==> config.mk <==
export PLATFORM = sky130hd
export DESIGN_NAME = threshold_pack_interleaved_fb
export DESIGN_NICKNAME = d
export VERILOG_FILES = /design/src/hw/rtl/tpif_pkg.sv /design/src/hw/rtl/tpif_pack.sv /design/src/hw/rtl/threshold_pack_interleaved_fb.sv
export SDC_FILE = /design/constraint.sdc
export NUM_CORES = 1
export LEC_CHECK = 0
export ABC_AREA = 1
export CAP_MARGIN = 20
export CELL_PAD_IN_SITES_DETAIL_PLACEMENT = 1
export CELL_PAD_IN_SITES_GLOBAL_PLACEMENT = 1
export CORE_MARGIN = 10
export CORE_UTILIZATION = 48
export CTS_CLUSTER_SIZE = 12
export DETAILED_ROUTE_END_ITERATION = 7
export DONT_BUFFER_PORTS = 1
export PLACE_DENSITY = 0.9
export SYNTH_ARGS = -nofsm -noshare
export SYNTH_HDL_FRONTEND = slang
export SYNTH_SLANG_ARGS = --single-unit
==> constraint.sdc <==
create_clock -name i_clk -period 6.9 [get_ports i_clk]
set_input_delay 1.38 -clock i_clk [delete_from_list [all_inputs] [get_ports i_clk]]
set_output_delay 1.38 -clock i_clk [all_outputs]
set_load 0.01 [all_outputs]
==> src/hw/rtl/tpif_pkg.sv <==
// ----------------------------------------------------------------------------
// tpif_pkg: shared types and constants for the threshold packer
// Item layouts on both channels, configuration register indexes and the
// reset values of the configuration registers.
// ----------------------------------------------------------------------------
package tpif_pkg;

    typedef struct packed {
        logic [7:0] gray_pixel;
        logic       frame_start;
    } t_in_item;

    typedef struct packed {
        logic [14:0] vram_address;
        logic [7:0]  vram_byte;
        logic        frame_end;
    } t_out_item;

    localparam int CFG_W     = 10;
    localparam int CFG_IDX_W = 1;

    localparam logic [CFG_IDX_W-1:0] CFG_IMAGE_WIDTH  = 1'b0;
    localparam logic [CFG_IDX_W-1:0] CFG_IMAGE_HEIGHT = 1'b1;

    localparam logic [CFG_W-1:0] WIDTH_RESET  = 10'd720;
    localparam logic [CFG_W-1:0] HEIGHT_RESET = 10'd350;

    localparam logic [7:0] LEFT_PIXEL_BIT = 8'h80;

endpackage

==> src/hw/rtl/tpif_pack.sv <==
// ----------------------------------------------------------------------------
// tpif_pack: pixel thresholding, bit packing and bank address generation
// Holds the frame position and the partial byte, and for each item that
// advances it forms the framebuffer write, if any.
// ----------------------------------------------------------------------------
module tpif_pack #(
    parameter int FB_BYTES   = 32768,
    parameter int BANK_BYTES = 8192
) (
    input  logic                       i_clk,
    input  logic                       i_rst_n,
    input  logic                       i_advance,
    input  tpif_pkg::t_in_item         i_item,
    input  logic [tpif_pkg::CFG_W-1:0] i_width,
    input  logic [tpif_pkg::CFG_W-1:0] i_height,
    output logic                       o_emit,
    output tpif_pkg::t_out_item        o_result
);
    import tpif_pkg::*;

    localparam int SPAN   = 3 * BANK_BYTES + 255 * 128 + 128;
    localparam int ADDR_W = $clog2(((SPAN > FB_BYTES) ? SPAN : FB_BYTES) + 1);
    localparam logic [ADDR_W-1:0] FB_LIMIT = ADDR_W'(FB_BYTES);
    localparam logic [ADDR_W-1:0] BANK_SZ  = ADDR_W'(BANK_BYTES);

    logic [CFG_W-1:0] r_col, n_col;
    logic [CFG_W-1:0] r_row, n_row;
    logic [7:0]       r_acc, n_acc;
    logic             r_stopped, n_stopped;

    logic [CFG_W-1:0]  w_col, w_row;
    logic [7:0]        w_acc, w_acc_or;
    logic              w_stopped, w_stop_now, w_skip;
    logic [7:0]        w_pitch;
    logic [ADDR_W-1:0] w_base, w_addr;
    logic [CFG_W:0]    w_col_inc, w_row_inc;
    logic              w_row_end, w_byte_done, w_last;

    always_comb begin
        w_col     = i_item.frame_start ? '0 : r_col;
        w_row     = i_item.frame_start ? '0 : r_row;
        w_acc     = i_item.frame_start ? '0 : r_acc;
        w_stopped = i_item.frame_start ? 1'b0 : r_stopped;

        w_skip      = (i_width == '0) || (w_row >= i_height);
        w_pitch     = 8'(({1'b0, i_width} + 11'd7) >> 3);
        w_base      = ADDR_W'(w_row[1:0]) * BANK_SZ + ADDR_W'(w_row[9:2]) * ADDR_W'(w_pitch);
        w_stop_now  = w_stopped || (w_base >= FB_LIMIT);
        w_acc_or    = w_acc | (i_item.gray_pixel[7] ? (LEFT_PIXEL_BIT >> w_col[2:0]) : 8'h00);
        w_col_inc   = {1'b0, w_col} + 11'd1;
        w_row_inc   = {1'b0, w_row} + 11'd1;
        w_row_end   = w_col_inc >= {1'b0, i_width};
        w_byte_done = (w_col[2:0] == 3'd7) || w_row_end;
        w_last      = w_row_end && (w_row_inc >= {1'b0, i_height});
        w_addr      = w_base + ADDR_W'(w_col[9:3]);

        o_emit                = !w_skip && w_byte_done && !w_stop_now && (w_addr < FB_LIMIT);
        o_result.vram_address = w_addr[14:0];
        o_result.vram_byte    = w_acc_or;
        o_result.frame_end    = w_last;

        if (w_skip) begin
            n_col     = w_col;
            n_row     = w_row;
            n_acc     = w_acc;
            n_stopped = w_stopped;
        end else begin
            n_col     = w_row_end ? '0 : w_col_inc[CFG_W-1:0];
            n_row     = w_row_end ? w_row_inc[CFG_W-1:0] : w_row;
            n_acc     = w_byte_done ? 8'h00 : w_acc_or;
            n_stopped = w_stop_now;
        end
    end

    always_ff @(posedge i_clk) begin
        if (!i_rst_n) begin
            r_col     <= '0;
            r_row     <= '0;
            r_acc     <= '0;
            r_stopped <= 1'b0;
        end else if (i_advance) begin
            r_col     <= n_col;
            r_row     <= n_row;
            r_acc     <= n_acc;
            r_stopped <= n_stopped;
        end
    end

endmodule

==> src/hw/rtl/threshold_pack_interleaved_fb.sv <==
// ----------------------------------------------------------------------------
// threshold_pack_interleaved_fb: 1bpp packer for a four-bank framebuffer
//
//   channel  direction  handshake                  payload
//   in       in         i_in_valid / o_in_stall    i_in_item  (t_in_item)
//   out      out        o_out_valid / i_out_stall  o_out_item (t_out_item)
//   cfg      in         i_cfg_we                   i_cfg_index, i_cfg_data
//
// One item is accepted per cycle; an item goes from the input register
// through the packing logic, whose write, if any, enters the output register.
// The rate is one item per cycle, limited only by output stalls.
// Reset is synchronous and restores the width and height registers.
// A stalled output holds its item and stalls the input once the input
// register is also full.
// ----------------------------------------------------------------------------
module threshold_pack_interleaved_fb #(
    parameter int FB_BYTES   = 32768,
    parameter int BANK_BYTES = 8192
) (
    input  logic                           i_clk,
    input  logic                           i_rst_n,
    input  logic                           i_in_valid,
    output logic                           o_in_stall,
    input  tpif_pkg::t_in_item             i_in_item,
    output logic                           o_out_valid,
    input  logic                           i_out_stall,
    output tpif_pkg::t_out_item            o_out_item,
    input  logic                           i_cfg_we,
    input  logic [tpif_pkg::CFG_IDX_W-1:0] i_cfg_index,
    input  logic [tpif_pkg::CFG_W-1:0]     i_cfg_data
);
    import tpif_pkg::*;

    logic             r_in_valid;
    t_in_item         r_in_item;
    logic             r_out_valid;
    t_out_item        r_out_item;
    logic [CFG_W-1:0] r_width;
    logic [CFG_W-1:0] r_height;

    logic      w_out_free;
    logic      w_advance;
    logic      w_emit;
    t_out_item w_result;

    assign w_out_free  = !r_out_valid || !i_out_stall;
    assign w_advance   = r_in_valid && w_out_free;
    assign o_in_stall  = r_in_valid && !w_out_free;
    assign o_out_valid = r_out_valid;
    assign o_out_item  = r_out_item;

    tpif_pack #(
        .FB_BYTES   (FB_BYTES),
        .BANK_BYTES (BANK_BYTES)
    ) u_pack (
        .i_clk     (i_clk),
        .i_rst_n   (i_rst_n),
        .i_advance (w_advance),
        .i_item    (r_in_item),
        .i_width   (r_width),
        .i_height  (r_height),
        .o_emit    (w_emit),
        .o_result  (w_result)
    );

    always_ff @(posedge i_clk) begin
        if (!i_rst_n) begin
            r_width  <= WIDTH_RESET;
            r_height <= HEIGHT_RESET;
        end else if (i_cfg_we) begin
            case (i_cfg_index)
                CFG_IMAGE_WIDTH:  r_width  <= i_cfg_data;
                CFG_IMAGE_HEIGHT: r_height <= i_cfg_data;
                default: ;
            endcase
        end
    end

    always_ff @(posedge i_clk) begin
        if (!i_rst_n) begin
            r_in_valid <= 1'b0;
        end else if (!o_in_stall) begin
            r_in_valid <= i_in_valid;
        end
    end

    always_ff @(posedge i_clk) begin
        if (!o_in_stall && i_in_valid) begin
            r_in_item <= i_in_item;
        end
    end

    always_ff @(posedge i_clk) begin
        if (!i_rst_n) begin
            r_out_valid <= 1'b0;
        end else if (w_out_free) begin
            r_out_valid <= w_advance && w_emit;
        end
    end

    always_ff @(posedge i_clk) begin
        if (w_advance && w_emit) begin
            r_out_item <= w_result;
        end
    end

    a_stall_needs_item: assert property (@(posedge i_clk) disable iff (!i_rst_n)
        o_in_stall |-> (r_in_valid && r_out_valid))
        else $error("input stalled without a held item");

    a_held_item_kept: assert property (@(posedge i_clk) disable iff (!i_rst_n)
        o_in_stall |=> (r_in_valid && $stable(r_in_item)))
        else $error("held input item lost");

    a_result_from_advance: assert property (@(posedge i_clk) disable iff (!i_rst_n)
        (w_out_free && !w_advance) |=> !r_out_valid)
        else $error("result appeared without an item advancing");

endmodule

* After elaboration in Yosys (flattened, before gate mapping)
Cells that the tools add are included.
** Cells by class
- Bitwise gates (word level) :: 2
- Eq/ne operators :: 1
- Reduce and logical (&&, ||, !) cells :: 21
- $mul :: 1
- Mux-type cells :: 12
- $add $sub $neg :: 5
- $lt $le $gt $ge :: 5
- Shift-type cells :: 1
** Operators by type and width (number)
- $mux 10 :: 6
- $mux 8 :: 4
- $add 10x1->11 const B :: 2
- $ge 11x10->1 :: 2
- $add 15x16->16 :: 1
- $add 16x7->16 :: 1
- $ge 16x16->1 const B :: 1
- $lt 16x16->1 const B :: 1
- $mul 8x8->16 :: 1
- $add 10x3->11 const B :: 1
- $ge 10x10->1 :: 1
- $logic_not 10->1 :: 1
- $logic_and 1x1->1 :: 8
- $or 8x8->8 :: 1
- $shr 8x3->8 const A :: 1
- $logic_not 1->1 :: 6
- $logic_or 1x1->1 :: 4
- $reduce_and 2->1 :: 2
- $eq 3x3->1 const B :: 1
- $mux 1 :: 2
- $not 1->1 :: 1
** Storage, ports and cells
- Word-level logic and storage cells :: 61
- Register bits after elaboration :: 84
- Bits of input ports :: 25
- Output and inout bits :: 26

* Depth between registers and ports, before layout
- Depth after elaboration :: 9
- Depth in mapped cells :: 32
- Mapped depth without buffers :: 32

* By module
From an unflattened synthesis, not the netlist that was laid out.
** Second synthesis, totals
- Cells, all modules :: 999
- Area total of the unflattened synthesis :: 7657.3 um^2
** Modules (own cells, without submodules)
- tpif_pack :: cells an instance 847, sequential area each 580.6 um^2, instances 1, area each 5790.6 um^2
- threshold_pack_interleaved_fb :: cells an instance 152, sequential area each 1431.4 um^2, instances 1, area each 1866.8 um^2

* Least setup slack after synthesis
Ideal clock, no wire load.
- Path type :: register -> register
- From :: register r_width[0]
- To :: register r_out_item, in the netlist o_out_item[0], enable pin
- Path buffers :: 0
- Path slack :: 1334 ps
- Library setup time :: 379 ps
- Arrival time :: 5187 ps
- Clock period less this slack :: 5566 ps
- Required time :: 6521 ps
- Cell stages (with the launch flop) :: 30
- Path through :: dfxtp_1 -> nor3_1 -> nor2_1 -> nand2_1 -> nor2_1 -> nand2_1 -> nor2_1 -> nand2_1 -> nor2_2 -> inv_1 -> nand2_4 -> nor2_1 -> fa_1 -> fa_1 -> fa_1 -> inv_1 -> fa_1 -> inv_1 -> ha_1 -> a21oi_1 -> nor2_1 -> nor2_1 -> nand2_1 -> nand2_1 -> nand2_1 -> nand2_1 -> nand2_1 -> nor2_1 -> nand3_1 -> inv_1
** Between the ends
- Word-level cells in the longest chain between the ends :: 9
- Elaborated cells on any way between the ends :: 17
- Classes of those cells :: add/sub: 3; mul: 1; order compare: 3; reduce/logical: 10
** Ends and longest elaborated chain
- start: declaration :: line threshold_pack_interleaved_fb.sv:38 : logic [CFG_W-1:0] r_width;
- start signal: assignment :: line threshold_pack_interleaved_fb.sv:72 : CFG_IMAGE_WIDTH: r_width <= i_cfg_data;
- branches (longest 7 deep; another with $mul 8x8->16)
- $logic_and 1x1->1 * :: line tpif_pack.sv:57 : o_emit = !w_skip && w_byte_done && !w_stop_now && (w_addr < FB_LIMIT);
- $logic_and 1x1->1 * :: line threshold_pack_interleaved_fb.sv:102 : if (w_advance && w_emit) begin
- end signal: assignment :: line threshold_pack_interleaved_fb.sv:103 : r_out_item <= w_result;
- end: declaration :: line threshold_pack_interleaved_fb.sv:37 : t_out_item r_out_item;
Every way passes the cells marked *.
A chain may end at the register's enable or synchronous reset.

* Worst setup path in the final report
- From :: register r_width[0]
- To :: register r_out_item, in the netlist o_out_item[17], enable pin
Same word-level chain as after synthesis.

==> flow_summary.toml <==
[status]
status = "completed"

[synthesis]
yosys_warnings = 0
synth_adder_area_share_pct = 24.61
synthCells = 996
netlist_area_sq_um = 7393
synth_simple_gate_area_share_pct = 26.60
synth_compound_area_share_pct = 8.732
synthXorXnorAreaFrac_pct = 3.655
syn_area_per_cell_sq_um = 7.423
synth_nets = 1143
synth.distinct_cells = 43
yosysSeqAreaShare_pct = 24.37
synthArstFlopShare_pct = 0
synth.ff_latch_count = 77
synth_top_family_by_area = "simple AND/OR/NAND/NOR gates"
synthMuxAreaShare_pct = 0
synth_edf_count = 26
ys.flop_type = "dfxtp_1"

[setup_path]
start_kind = "register"
cp_max_fo = 24
crit_slowest_cell = "fa_1"
crit_path_end_kind = "register"
cp.arrival_ns = 6.48
path_class = "register to register"
worstPathRequired_ns = 6.97
cp_slowest_stage_delay_ns = 0.56

[sta]
tightestPinTransition_ns = 0.8749
slew_violations = 0
slew_headroom_pct = 41.61
hold_viol = 0
finalCriticalPeriod_ns = 6.410
setup_violations = 0
max_freq_mhz = 156.0
hold-worst-slack_ns = 0.4731
setup_tns_ns = 0
period_share_pct = 92.90
final.setup_skew_ns = 0.01814

[cells_and_area]
syn2layout_area_growth_pct = 6.786
layout.cells.most_common = "nand2_1"
fillers = 1922
diodes = 0
fin_nets = 1140
final_cell_mix = "204 x nand2_1, 200 x inv_1, 111 x nor2_1, 83 x ha_1, 59 x a21oi_1"
utilization_pct = 52.13
drive_gt1_share_pct = 7.014

[pwr]
peakVddDrop_v = 0.0001075
finalPower_mw = 1.115
leakage_nw = 4.066
power_density_nw_per_um2 = 141.2

[routing]
via_per_inst = 5.476
drcViolationCount = 0
route.vias.total = 6495
drt_pre_antenna_iters = 5
ant_nets = 0
drt-total-wl_um = 21070
drtIter0Drc = 329
wl_per_cell_um = 17.76

[clock_tree]
worstSkewPairLatency_ns = 0.36
clock-sinks = 77
cts_root_buf = "clkbuf_16"
cts.clk_slew.worst_paths_ns = 0.07
cts_tree = "done"
post_cts_buffers = 0
clock_path_buffers = 2
cts_resized = 0
h-tree-depth = 3
cts_hold_buf = 0
cts_made_buffers = 9

[global_route]
first_global_vias = 7053
grtUsageTotal_pct = 21.18
grt_pass1_wl_um = 35150
antenna_found_initial = 0
overflow = 0
grt_start_max_net_pins = 29

[hold_path]
hold_path_class = "register to register"

[floorplan]
row_count = 45
die_h_um = 144.1
start_util_pct = 48.81
fp.dieW_um = 144.1
dieArea_sq_um = 20770
io_pins = 51
core-area_sq_um = 15150

[run]
cap_violations = 0

[placed_design]
numPortBuffers = 0
place_congestion = 0.8259
hpwlAfterDp_um = 16010
-- path summary, 6_finish.rpt --
check	from	endpoint	slack [ns]	cells after the start
min	u_pack.r_acc[2]	u_pack.r_acc[2]	0.47	2
max reg2reg	r_width[0]	o_out_item[17]	0.49	30
max	r_width[0]	o_out_item[17]	0.49	30
min reg2reg	u_pack.r_acc[2]	u_pack.r_acc[2]	0.47	2
-- synth_stat cells (2+ instances only) --
cell | number | area share [%]
nand2_1 | 205 | 10
inv_1 | 201 | 10
nor2_1 | 112 | 5.7
ha_1 | 83 | 14
a21oi_1 | 59 | 4.0
dfxtp_1 | 51 | 14
nand3_1 | 50 | 3.4
fa_1 | 39 | 11
edfxtp_1 | 26 | 11
o21ai_0 | 25 | 1.7
xor2_1 | 25 | 3.0
nand4_1 | 12 | 1.0
o211ai_1 | 12 | 1.2
clkbuf_1 | 11 | 0.56
nor2_2 | 8 | 0.68
nor2_4 | 8 | 1.2
o21bai_1 | 7 | 0.71
nand3b_1 | 5 | 0.51
nor3_1 | 5 | 0.34
a31oi_1 | 4 | 0.34
nand2_2 | 4 | 0.34
nand3_2 | 4 | 0.54
nand4_2 | 4 | 0.68
xnor2_1 | 4 | 0.47
buf_4 | 3 | 0.30
buf_6 | 3 | 0.46
inv_2 | 3 | 0.15
nor3_4 | 3 | 0.66
a211oi_1 | 2 | 0.20
buf_2 | 2 | 0.14
inv_4 | 2 | 0.17
nand2_4 | 2 | 0.30
nor2_8 | 2 | 0.54
-- sequential cells by signal, summed over array words and instances, names as in the netlist --
register,flops
o_out_valid,1
u_pack.r_col,10
r_in_item,2
u_pack.r_row,10
o_out_item,24
u_pack.r_stopped,1
u_pack.r_acc,8
r_in_valid,1
r_width,10
r_height,10
-- through the flow --
stage	area (sq um)	worst slack [ns]	std cells
final	7895	0.4901	1186
after global routing	7895	-0.01501	1186
after CTS	7875	0.3309	1186
after detailed placement	7559	0.4402	1170
after global placement	7559	0.6779	1170
after floorplan	7393	1.334	996
-- cell families after synthesis --
family,count (synthesis)
AOI/OAI and AO/OA,114
xor gates and xnor gates,30
adders and majority gates,122
buffers and inverters,226
DFF,77
and+or+nand+nor,427
-- routing by layer --
metal | vias up | global-route usage [%] | part of all wire, %
met5 | - | 0 | 0
li1 | 3122 | - | -
met3 | 46 | 3.280 | 4.4
met4 | 0 | 8.544 | 3.3
met1 | 3180 | 24.56 | 41
met2 | 147 | 37.96 | 51
-- critical path: cells and delay by family (launching register included) --
| kind | cells | cell delay (ns) |
|---|---|---|
| xor gates and xnor gates | 1 | 0.20 |
| adders and majority gates | 6 | 2.63 |
| buffers and inverters | 7 | 0.74 |
| DFF | 1 | 0.34 |
| and+or+nand+nor | 16 | 2.20 |
-- report_power, final --
part           switching, mW  leakage [nW]  internal, mW
sequential           0.00820         0.623         0.480
combinational         0.0803          3.28        0.0299
clock                  0.223         0.160         0.294
-- cell type report --
cell class,count,area [sq um],share of cell area (%)
multi-input combinational,693,4722,59.81
sequential,77,1802,22.82
inverter,207,782.0,9.905
clock buffer,11,275.3,3.487
tap,188,235.2,2.979
clock inverter,5,41.29,0.5230
timing repair buffer,5,37.54,0.4754
Power figures use the tool's default switching activity.
